--- src/rtl/pid_controller_filtered_derivative_defines.svh ---
// ----------------------------------------------------------------------------
// PID controller assertion macros
// Shared concurrent assertion helpers, clocked on clk with rst_n low disabling.
// ----------------------------------------------------------------------------
`ifndef PID_CONTROLLER_FILTERED_DERIVATIVE_DEFINES_SVH
`define PID_CONTROLLER_FILTERED_DERIVATIVE_DEFINES_SVH

// same-cycle implication
`define PIDFD_ASSERT_NOW(lbl, ante, cons, msg) \
  lbl: assert property (@(posedge clk) disable iff (!rst_n) (ante) |-> (cons)) \
    else $error(msg);

// next-cycle implication
`define PIDFD_ASSERT_NEXT(lbl, ante, cons, msg) \
  lbl: assert property (@(posedge clk) disable iff (!rst_n) (ante) |=> (cons)) \
    else $error(msg);

`endif

--- src/rtl/pidfd_pkg.sv ---
// ----------------------------------------------------------------------------
// PID controller package
// Fixed-point widths and register map shared by the controller files.
// ----------------------------------------------------------------------------
`default_nettype none
package pidfd_pkg;
  localparam int FRAC_BITS = 16;
  localparam int DW        = 50;  // magnitude width of divide dividends
  localparam int PW        = 66;  // product accumulator width
  localparam int KP_W      = 16;
  localparam int AW        = 5;   // cfg address width

  typedef enum logic [2:0] {
    REG_KP   = 3'd0,
    REG_TI   = 3'd1,
    REG_TD   = 3'd2,
    REG_LIM  = 3'd3,
    REG_N    = 3'd4
  } reg_idx_t;
endpackage
`default_nettype wire

--- src/rtl/pidfd_if.sv ---
// ----------------------------------------------------------------------------
// PID controller channel interfaces
// Valid/ready request channels for input samples and drive results.
// ----------------------------------------------------------------------------
`default_nettype none
interface pidfd_in_if;
  logic               valid;
  logic               ready;
  logic signed [15:0] target_value;
  logic signed [15:0] measured_value;
  logic        [15:0] elapsed_ms;
  modport source (output valid, target_value, measured_value, elapsed_ms, input ready);
  modport sink   (input valid, target_value, measured_value, elapsed_ms, output ready);
endinterface

interface pidfd_out_if;
  logic               valid;
  logic               ready;
  logic signed [31:0] drive_value;
  modport source (output valid, drive_value, input ready);
  modport sink   (input valid, drive_value, output ready);
endinterface
`default_nettype wire

--- src/rtl/pid_controller_filtered_derivative.sv ---
// ----------------------------------------------------------------------------
// PID controller, derivative on measurement with averaging filter
// Q16.16 PID with clamped integral, EMA-filtered derivative and Kp output.
// ----------------------------------------------------------------------------
// Usage:
//   in_ch  : request of setpoint, measurement and elapsed ms (valid/ready).
//   out_ch : one drive_value request per input, signed Q16.16, saturated.
//   cfg_*  : APB-style write/read of Kp, Ti, Td, integral limit and N at
//            byte addresses 0, 4, 8, 12, 16. pready is tied high.
// Sequencing:
//   All arithmetic runs through one shift-add multiply / restoring divide
//   unit, one bit per cycle. The integral steps are skipped when Ti is 0,
//   the derivative steps when Td or elapsed ms is 0, and the filter divide
//   when N <= 1.
//   in_ch.ready is high only while the sequencer is idle; one request is
//   processed at a time, so a new request waits until the last one is done.
// Reset: synchronous active-low rst_n clears the registers to their reset
//   values (Kp = 1.0) and clears integral, derivative and last measurement.
// Stall: the result sits in an output register; a new request is accepted
//   and computed meanwhile, and holds in its final step until out_ch frees.
// ----------------------------------------------------------------------------
`default_nettype none
`include "pid_controller_filtered_derivative_defines.svh"
module pid_controller_filtered_derivative
  import pidfd_pkg::*;
(
  input  wire logic             clk,
  input  wire logic             rst_n,
  pidfd_in_if.sink              in_ch,
  pidfd_out_if.source           out_ch,
  input  wire logic             cfg_psel,
  input  wire logic             cfg_penable,
  input  wire logic             cfg_pwrite,
  input  wire logic [AW-1:0]    cfg_paddr,
  input  wire logic [31:0]      cfg_pwdata,
  output logic      [31:0]      cfg_prdata,
  output logic                  cfg_pready
);

  typedef enum logic [3:0] {
    S_IDLE, S_ISET, S_IMUL, S_IDVS, S_IDIV, S_IACC, S_DSET, S_DMUL,
    S_DDVS, S_DDIV, S_DRAW, S_FDIV, S_FUPD, S_OSET, S_OMUL, S_OSAT
  } state_t;

  localparam logic [5:0] MUL_LAST = 6'(KP_W - 1);
  localparam logic [5:0] DIV_LAST = 6'(DW - 1);
  localparam logic signed [DW:0] D_MAX = (DW+1)'((64'sd1 <<< 47) - 64'sd1);
  localparam logic signed [DW:0] D_MIN = -(DW+1)'(64'sd1 <<< 47);

  state_t state_r, state_nxt;
  logic [15:0] kp_r, ti_r, td_r;
  logic [30:0] lim_r;
  logic [7:0]  n_r;
  logic signed [16:0] err_r, err_nxt;
  logic signed [15:0] meas_r, meas_nxt, prev_r, prev_nxt;
  logic [15:0] dt_r, dt_nxt;
  logic signed [31:0] isum_r, isum_nxt;
  logic signed [47:0] fd_r, fd_nxt;
  logic neg_r, neg_nxt;
  logic [PW-1:0] acc_r, acc_nxt, opa_r, opa_nxt;
  logic [15:0] opb_r, opb_nxt;
  logic [DW-1:0] q_r, q_nxt;
  logic [5:0] cnt_r, cnt_nxt;
  logic out_valid_r, out_valid_nxt;
  logic signed [31:0] out_data_r, out_data_nxt;

  logic cfg_wr;
  logic [PW-1:0] mul_sum;
  logic [16:0] rem_sh, rem_nx;
  logic div_ge;
  logic signed [DW:0] q_s, i_acc, lim_s, raw_w;
  logic [16:0] err_mag, diff_mag;
  logic signed [16:0] diff_c;
  logic signed [47:0] raw_c;
  logic signed [48:0] f_diff;
  logic [48:0] f_mag;
  logic signed [DW-1:0] sum_c;
  logic [DW-1:0] sum_mag;
  logic [PW-9:0] o_mag;
  logic signed [31:0] drive_c;

  // config port
  assign cfg_pready = 1'b1;
  assign cfg_wr = cfg_psel && cfg_penable && cfg_pwrite;

  always_comb begin
    case (reg_idx_t'(cfg_paddr[4:2]))
      REG_KP:  cfg_prdata = {16'd0, kp_r};
      REG_TI:  cfg_prdata = {16'd0, ti_r};
      REG_TD:  cfg_prdata = {16'd0, td_r};
      REG_LIM: cfg_prdata = {1'b0, lim_r};
      REG_N:   cfg_prdata = {24'd0, n_r};
      default: cfg_prdata = 32'd0;
    endcase
  end

  always_ff @(posedge clk) begin
    if (!rst_n) begin
      kp_r  <= 16'd256;
      ti_r  <= 16'd0;
      td_r  <= 16'd0;
      lim_r <= 31'd0;
      n_r   <= 8'd0;
    end else if (cfg_wr) begin
      case (reg_idx_t'(cfg_paddr[4:2]))
        REG_KP:  kp_r  <= cfg_pwdata[15:0];
        REG_TI:  ti_r  <= cfg_pwdata[15:0];
        REG_TD:  td_r  <= cfg_pwdata[15:0];
        REG_LIM: lim_r <= cfg_pwdata[30:0];
        REG_N:   n_r   <= cfg_pwdata[7:0];
        default: ;
      endcase
    end
  end

  // shared shift-add / restoring-divide unit
  assign mul_sum = acc_r + (opb_r[0] ? opa_r : '0);
  assign rem_sh  = {acc_r[15:0], opa_r[DW-1]};
  assign div_ge  = rem_sh >= {1'b0, opb_r};
  assign rem_nx  = div_ge ? rem_sh - {1'b0, opb_r} : rem_sh;
  assign q_s     = neg_r ? -$signed({1'b0, q_r}) : $signed({1'b0, q_r});

  assign err_mag  = err_r[16] ? 17'(-err_r) : 17'(err_r);
  assign diff_c   = {meas_r[15], meas_r} - {prev_r[15], prev_r};
  assign diff_mag = diff_c[16] ? 17'(-diff_c) : 17'(diff_c);

  assign lim_s = $signed({{(DW+1-31){1'b0}}, lim_r});
  assign i_acc = $signed({{(DW+1-32){isum_r[31]}}, isum_r}) + q_s;

  assign raw_w = (q_s > D_MAX) ? D_MAX : (q_s < D_MIN) ? D_MIN : q_s;
  assign raw_c = raw_w[47:0];
  assign f_diff = {raw_c[47], raw_c} - {fd_r[47], fd_r};
  assign f_mag  = f_diff[48] ? 49'(-f_diff) : 49'(f_diff);

  assign sum_c = $signed({{(DW-17-FRAC_BITS){err_r[16]}}, err_r, {FRAC_BITS{1'b0}}})
               + $signed({{(DW-32){isum_r[31]}}, isum_r})
               + $signed({{(DW-48){fd_r[47]}}, fd_r});
  assign sum_mag = sum_c[DW-1] ? DW'(-sum_c) : DW'(sum_c);

  assign o_mag = acc_r[PW-1:8];
  always_comb begin
    if (neg_r) begin
      drive_c = (o_mag > (PW-8)'(64'h8000_0000)) ? 32'sh8000_0000 : -$signed(o_mag[31:0]);
    end else begin
      drive_c = (o_mag > (PW-8)'(64'h7FFF_FFFF)) ? 32'sh7FFF_FFFF : $signed(o_mag[31:0]);
    end
  end

  assign in_ch.ready        = (state_r == S_IDLE);
  assign out_ch.valid       = out_valid_r;
  assign out_ch.drive_value = out_data_r;

  always_comb begin
    state_nxt     = state_r;
    err_nxt       = err_r;
    meas_nxt      = meas_r;
    dt_nxt        = dt_r;
    prev_nxt      = prev_r;
    isum_nxt      = isum_r;
    fd_nxt        = fd_r;
    neg_nxt       = neg_r;
    acc_nxt       = acc_r;
    opa_nxt       = opa_r;
    opb_nxt       = opb_r;
    q_nxt         = q_r;
    cnt_nxt       = cnt_r;
    out_valid_nxt = out_valid_r && !out_ch.ready;
    out_data_nxt  = out_data_r;
    case (state_r)
      S_IDLE: begin
        if (in_ch.valid) begin
          err_nxt   = {in_ch.target_value[15], in_ch.target_value}
                    - {in_ch.measured_value[15], in_ch.measured_value};
          meas_nxt  = in_ch.measured_value;
          dt_nxt    = in_ch.elapsed_ms;
          state_nxt = S_ISET;
        end
      end
      S_ISET: begin
        if (ti_r == 16'd0) begin
          isum_nxt  = '0;
          state_nxt = S_DSET;
        end else begin
          opa_nxt   = PW'(err_mag);
          opb_nxt   = dt_r;
          acc_nxt   = '0;
          cnt_nxt   = '0;
          neg_nxt   = err_r[16];
          state_nxt = S_IMUL;
        end
      end
      S_IMUL, S_DMUL, S_OMUL: begin
        acc_nxt = mul_sum;
        opa_nxt = {opa_r[PW-2:0], 1'b0};
        opb_nxt = {1'b0, opb_r[15:1]};
        cnt_nxt = cnt_r + 6'd1;
        if (cnt_r == MUL_LAST) begin
          state_nxt = (state_r == S_IMUL) ? S_IDVS :
                      (state_r == S_DMUL) ? S_DDVS : S_OSAT;
        end
      end
      S_IDVS, S_DDVS: begin
        opa_nxt   = PW'({acc_r[DW-1-FRAC_BITS:0], {FRAC_BITS{1'b0}}});
        opb_nxt   = (state_r == S_IDVS) ? ti_r : dt_r;
        acc_nxt   = '0;
        q_nxt     = '0;
        cnt_nxt   = '0;
        state_nxt = (state_r == S_IDVS) ? S_IDIV : S_DDIV;
      end
      S_IDIV, S_DDIV, S_FDIV: begin
        acc_nxt = PW'(rem_nx);
        opa_nxt = {opa_r[PW-2:0], 1'b0};
        q_nxt   = {q_r[DW-2:0], div_ge};
        cnt_nxt = cnt_r + 6'd1;
        if (cnt_r == DIV_LAST) begin
          state_nxt = (state_r == S_IDIV) ? S_IACC :
                      (state_r == S_DDIV) ? S_DRAW : S_FUPD;
        end
      end
      S_IACC: begin
        if (i_acc > lim_s) begin
          isum_nxt = 32'(lim_s);
        end else if (i_acc < -lim_s) begin
          isum_nxt = 32'(-lim_s);
        end else begin
          isum_nxt = 32'(i_acc);
        end
        state_nxt = S_DSET;
      end
      S_DSET: begin
        if (td_r == 16'd0) begin
          fd_nxt    = '0;
          state_nxt = S_OSET;
        end else if (dt_r == 16'd0) begin
          fd_nxt    = '0;
          prev_nxt  = meas_r;
          state_nxt = S_OSET;
        end else begin
          opa_nxt   = PW'(diff_mag);
          opb_nxt   = td_r;
          acc_nxt   = '0;
          cnt_nxt   = '0;
          neg_nxt   = ~diff_c[16];
          state_nxt = S_DMUL;
        end
      end
      S_DRAW: begin
        prev_nxt = meas_r;
        if (n_r > 8'd1) begin
          opa_nxt   = PW'(f_mag);
          opb_nxt   = {8'd0, n_r};
          neg_nxt   = f_diff[48];
          acc_nxt   = '0;
          q_nxt     = '0;
          cnt_nxt   = '0;
          state_nxt = S_FDIV;
        end else begin
          fd_nxt    = raw_c;
          state_nxt = S_OSET;
        end
      end
      S_FUPD: begin
        fd_nxt    = fd_r + q_s[47:0];
        state_nxt = S_OSET;
      end
      S_OSET: begin
        opa_nxt   = PW'(sum_mag);
        opb_nxt   = kp_r;
        neg_nxt   = sum_c[DW-1];
        acc_nxt   = '0;
        cnt_nxt   = '0;
        state_nxt = S_OMUL;
      end
      S_OSAT: begin
        if (!out_valid_r || out_ch.ready) begin
          out_valid_nxt = 1'b1;
          out_data_nxt  = drive_c;
          state_nxt     = S_IDLE;
        end
      end
      default: state_nxt = S_IDLE;
    endcase
  end

  always_ff @(posedge clk) begin
    if (!rst_n) begin
      state_r     <= S_IDLE;
      out_valid_r <= 1'b0;
      isum_r      <= '0;
      fd_r        <= '0;
      prev_r      <= '0;
    end else begin
      state_r     <= state_nxt;
      out_valid_r <= out_valid_nxt;
      isum_r      <= isum_nxt;
      fd_r        <= fd_nxt;
      prev_r      <= prev_nxt;
    end
  end

  always_ff @(posedge clk) begin
    err_r      <= err_nxt;
    meas_r     <= meas_nxt;
    dt_r       <= dt_nxt;
    neg_r      <= neg_nxt;
    acc_r      <= acc_nxt;
    opa_r      <= opa_nxt;
    opb_r      <= opb_nxt;
    q_r        <= q_nxt;
    cnt_r      <= cnt_nxt;
    out_data_r <= out_data_nxt;
  end

  `PIDFD_ASSERT_NEXT(a_busy_after_accept, in_ch.valid && in_ch.ready, !in_ch.ready, "accepted while busy")
  `PIDFD_ASSERT_NOW(a_result_from_sat, $rose(out_valid_r), $past(state_r == S_OSAT), "result outside final step")
  `PIDFD_ASSERT_NEXT(a_integral_cleared, state_r == S_ISET && ti_r == 16'd0, isum_r == 32'sd0, "integral not cleared")

endmodule
`default_nettype wire
--- src/flat_wrapper.sv ---
// flat-port wrapper written by rule: the top's interface ports become plain ports
module pid_controller_filtered_derivative_flat import pidfd_pkg::*;
  (clk, rst_n, cfg_psel, cfg_penable, cfg_pwrite, cfg_paddr, cfg_pwdata, cfg_prdata, cfg_pready, in_ch_valid, in_ch_target_value, in_ch_measured_value, in_ch_elapsed_ms, in_ch_ready, out_ch_valid, out_ch_drive_value, out_ch_ready);
  pidfd_in_if in_ch_i ();
  pidfd_out_if out_ch_i ();
  input  wire logic clk;
  input  wire logic rst_n;
  input  wire logic cfg_psel;
  input  wire logic cfg_penable;
  input  wire logic cfg_pwrite;
  input  wire logic [AW-1:0] cfg_paddr;
  input  wire logic [31:0] cfg_pwdata;
  output logic      [31:0] cfg_prdata;
  output logic cfg_pready;
  input wire logic [$bits(in_ch_i.valid)-1:0] in_ch_valid;
  input wire logic [$bits(in_ch_i.target_value)-1:0] in_ch_target_value;
  input wire logic [$bits(in_ch_i.measured_value)-1:0] in_ch_measured_value;
  input wire logic [$bits(in_ch_i.elapsed_ms)-1:0] in_ch_elapsed_ms;
  output wire logic [$bits(in_ch_i.ready)-1:0] in_ch_ready;
  output wire logic [$bits(out_ch_i.valid)-1:0] out_ch_valid;
  output wire logic [$bits(out_ch_i.drive_value)-1:0] out_ch_drive_value;
  input wire logic [$bits(out_ch_i.ready)-1:0] out_ch_ready;
  assign in_ch_i.valid = in_ch_valid;
  assign in_ch_i.target_value = in_ch_target_value;
  assign in_ch_i.measured_value = in_ch_measured_value;
  assign in_ch_i.elapsed_ms = in_ch_elapsed_ms;
  assign in_ch_ready = in_ch_i.ready;
  assign out_ch_valid = out_ch_i.valid;
  assign out_ch_drive_value = out_ch_i.drive_value;
  assign out_ch_i.ready = out_ch_ready;
  pid_controller_filtered_derivative u_core (.clk(clk), .rst_n(rst_n), .in_ch(in_ch_i), .out_ch(out_ch_i), .cfg_psel(cfg_psel), .cfg_penable(cfg_penable), .cfg_pwrite(cfg_pwrite), .cfg_paddr(cfg_paddr), .cfg_pwdata(cfg_pwdata), .cfg_prdata(cfg_prdata), .cfg_pready(cfg_pready));
endmodule
--- config.mk ---
export PLATFORM = sky130hd
export DESIGN_NAME = pid_controller_filtered_derivative_flat
export DESIGN_NICKNAME = d
export VERILOG_FILES = /design/src/rtl/pidfd_pkg.sv /design/src/rtl/pidfd_if.sv /design/src/rtl/pid_controller_filtered_derivative.sv /design/src/flat_wrapper.sv
export VERILOG_INCLUDE_DIRS = /design/src /design/src/rtl
export SDC_FILE = /design/constraint.sdc
export NUM_CORES = 2
export LEC_CHECK = 0
export BUFFER_PORTS_ARGS = -buffer_cell sky130_fd_sc_hd__buf_4
export CORE_MARGIN = 2
export CORE_UTILIZATION = 65
export CTS_BUF_LIST = sky130_fd_sc_hd__clkbuf_8 sky130_fd_sc_hd__clkbuf_16
export DETAILED_ROUTE_END_ITERATION = 12
export HOLD_SLACK_MARGIN = 0.02
export PLACE_DENSITY = 0.93
export SETUP_SLACK_MARGIN = 0.5
export SYNTH_ARGS = -nofsm -noshare
export SYNTH_HDL_FRONTEND = slang
export SYNTH_SLANG_ARGS = --single-unit
--- constraint.sdc ---
create_clock -name clk -period 10.1 [get_ports clk]
set_clock_uncertainty 0.15 [all_clocks]
set_input_delay 1.01 -clock clk [delete_from_list [all_inputs] [get_ports clk]]
set_output_delay 1.01 -clock clk [all_outputs]
set_load 0.03 [all_outputs]
==> results by group <==
Clocking
  – CTS root buffer: clkbuf_16
  – Hold Buf Count CTS: 0
  – CTS tree: done
  – Cts repair resizes: 0
  – Clk buf depth: 3
  – Num CTS Buffers: 54
  – H-tree levels: 2
  – Post-CTS Setup Inserts: 0
  – Worst-Skew Late Latency: roughly 0.64 ns
  – Clock-pin transition on the worst setup and hold timing paths: around 0.060 ns
  – CTS Sinks: ~470

GRT
  – Largest net degree at the start of global routing: 86
  – GR Layer Usage met1: 0.514
  – Initial antenna violation count: 4
  – Overflow after GRT: 0
  – Met2 Use GR: 0.612
  – GRT Max-Usage Layer: met2
  – Met3 Usage GRT: 0.0711
  – First-pass GRT wire length: roughly 230,000 um
  – Vias in the first global route: about 43k
  – Gr usage total: 0.392

STA
  – FMAX: roughly 110 MHz
  – Actual slew at the worst max-slew pin: 1.28 ns
  – Hold WS: roughly 0.33 ns
  – Minimum clock period after layout: 9.33 ns
  – Fin. max-slew vios: 0
  – Total negative slack: 0 ns
  – Slew Limit Headroom: 0.143
  – Final period util: 0.923
  – RSZ-0062 raised after global routing: yes
  – Final setup viols: 0
  – Final Hold Viols: 0

Finish
  – ANT cells: 0
  – Share of layout cells above drive strength 1: 0.0739
  – Design Area, Final: about 50,000 um^2
  – Area delta synth->final: 7.94%
  – Fillcell total: ~5.5k
  – Layout net count: between 6k and 7k
  – Core Util, Final: 0.707

Floorplan
  – # rows: 98
  – Die height: approximately 270 um
  – I/O pin cnt: approximately 160
  – Die area: around 74,000 um^2
  – Core area: around 70,000 um^2
  – Chip width: ~270 um
  – Initial Util: 0.655

Logic synthesis
  – Cell Area, Synth: about 47,000 um^2
  – Dominant cells by area after synthesis: edfxtp_1 18%, ha_1 11%, dfxtp_1 8.1%, xnor2_1 4.9%, a21oi_1 4.5%
  – Most common flop cell mapped by yosys: edfxtp_1
  – Asr flop ratio synth: 0
  – Syn Nets: 6,302
  – Top-area cell type share of the netlist area: 0.184
  – Post-synth top area cell: edfxtp_1
  – Synth cell types: 93
  – Ys Warns: 0
  – Seq/Total Area, Yosys: 0.264
  – Synth Register Bits: between 400 and 500
  – Cells after Synth: between 5k and 6k
  – Synth Area per Inst: between 8 and 9 um^2
  – Post-synth EDFFs: around 290

Power and ir drop
  – VDD IR max: about 0.52 mV
  – PwrDens: approximately 350 nW/um^2
  – Leak: around 21 nW

Critical path
  – Slowest stage cell on the critical path: or4_4
  – Reg-to-Reg Start: u_core.q_r[16]
  – Critical path's largest stage delay: around 0.57 ns
  – Required time worst endpoint: between 10 and 15 ns
  – CP arrival: about 9.6 ns
  – CP startpoint kind: flip-flop
  – Crit Path Max Fanout: 5
  – Reg2Reg Depth: 26
  – R2R Path End: u_core.opa_r[43]
  – Critical path type: reg -> reg
  – Register-to-Register Setup Slack: 0.77 ns
  – Critical Path End Type: flip-flop

Detailed routing
  – Vias: around 46k
  – Initial DRT Pass Iterations: 10
  – Via density: approximately 6.8
  – Routed wire length: between 150,000 and 200,000 um
  – Drt wl/cell: between 20 and 25 um
  – Drt drc: 0
  – First DRT Iteration DRCs: around 7k
  – Final antenna-violating net count: 0

Run status
  – Status: completed

Placement
  – Gpl congestion: around 1.0
  – PortBufs: 153
  – HPWL after detailed placement: ~120,000 um
  – Dpl cell area: slightly below 50,000 um^2

Run
  – Max_cap viols: 0

Min path
  – Hold_sp: u_core.kp_r[15]
  – Worst Hold Class: reg -> reg
  – WHS Path Cells: 2
  – Hold EP: u_core.kp_r[15]
## routing by layer
metal / wire length [um] / part of all wire / vias to the layer above
met1: 59000 / 0.39 / 21484
met2: 65300 / 0.43 / 2820
li1: - / - / 21168
met4: 9880 / 0.066 / 2
met3: 16300 / 0.11 / 600
met5: 17 / 0.00011 / -
## where the power goes
part           switching [mW]  total (mW)  internal, mW
registers               0.667        3.57          2.91
logic                    7.83        12.2          4.40
clock network           0.893        2.06          1.16
## through the flow
step / total power, mW / worst slack, ns / instances
3_3_place_gp: 15.0 / 1.09 / 6642
2_1_floorplan: 12.0 / 1.68 / 5758
4_1_cts: 17.4 / 0.862 / 6743
5_1_grt: 19.0 / 0.445 / 6743
3_5_place_dp: 15.3 / 0.940 / 6642
6_report: 17.9 / 0.773 / 6743
## worst max-delay path: cells and delay by family, from the launching register on
family                   cells  cell delay [ns]
XOR/XNOR                     2             0.53
AND/OR/NAND/NOR             10             4.31
AO/OA/AOI/OAI               10             2.77
buffers and inverters        2             0.26
adder cells (fa/ha/maj)      2             0.61
flip-flops                   1             0.45
## placed cells by master, fill, tap and decap left out, types with 162 or more instances in the layout
| cell | instances |
|---|---|
| and2_1 | 162 |
| a21o_1 | 168 |
| inv_1 | 323 |
| dfxtp_1 | 187 |
| nand2_1 | 561 |
| a21oi_1 | 421 |
| o21ai_0 | 378 |
| edfxtp_1 | 286 |
| xnor2_1 | 261 |
| nor2_1 | 416 |
| xor2_1 | 171 |
| ha_1 | 412 |
| buf_4 | 209 |
## worst max path at each step
stage / slack (ns) / endpoint / start / cells after the start
floorplan: 1.68 / u_core.opa_r[44] / u_core.q_r[16] / 27
global placement: 1.09 / u_core.opa_r[38] / u_core.q_r[16] / 27
detailed placement: 0.94 / u_core.opa_r[43] / u_core.q_r[16] / 25
CTS: 0.86 / u_core.opa_r[43] / u_core.q_r[16] / 25
global route: 0.44 / u_core.opa_r[43] / u_core.q_r[16] / 25
finish: 0.77 / u_core.opa_r[43] / u_core.q_r[16] / 26
## synth_stat cells, drive strengths merged, types with 78 or more instances
| cell | count |
|---|---|
| a21boi | 98 |
| a21o | 168 |
| a21oi | 422 |
| and2 | 163 |
| and3 | 78 |
| clkbuf | 253 |
| dfxtp | 188 |
| edfxtp | 286 |
| ha | 412 |
| inv | 315 |
| nand2 | 562 |
| nand3 | 112 |
| nand4 | 78 |
| nor2 | 423 |
| nor2b | 91 |
| nor3 | 102 |
| o21ai | 417 |
| xnor2 | 262 |
| xor2 | 171 |
## kinds of logic after synthesis
kind of cell / after synthesis / synth area share
AOI/OAI and AO/OA: 1782 / 0.250
xor gates and xnor gates: 433 / 0.0812
adders and majority gates: 452 / 0.127
buffers and inverters: 590 / 0.0485
DFF: 474 / 0.264
muxes: 92 / 0.0221
other: 2 / 0.000161
and+or+nand+nor: 1933 / 0.206
## cell type report
class                           instances  area [um^2]  area share
Multi-Input combinational cell       4694        32300       0.640
Tap cell                              950         1190      0.0236
Clock inverter                         39          357     0.00707
Timing Repair Buffer                  209         1570      0.0311
Inverter                              315         1180      0.0234
Sequential cell                       474        12400       0.245
Clock buffer                           62         1480      0.0294
## state kept, by name (all words and copies together), names as in the netlist, 17 cells and up
name / count
u_core.out_ch.drive_value: 32
u_core.opa_r: 66
u_core.acc_r: 66
u_core.lim_r: 31
u_core.fd_r: 48
u_core.isum_r: 32
u_core.err_r: 17
u_core.q_r: 50
Power figures use the tool's default switching activity.
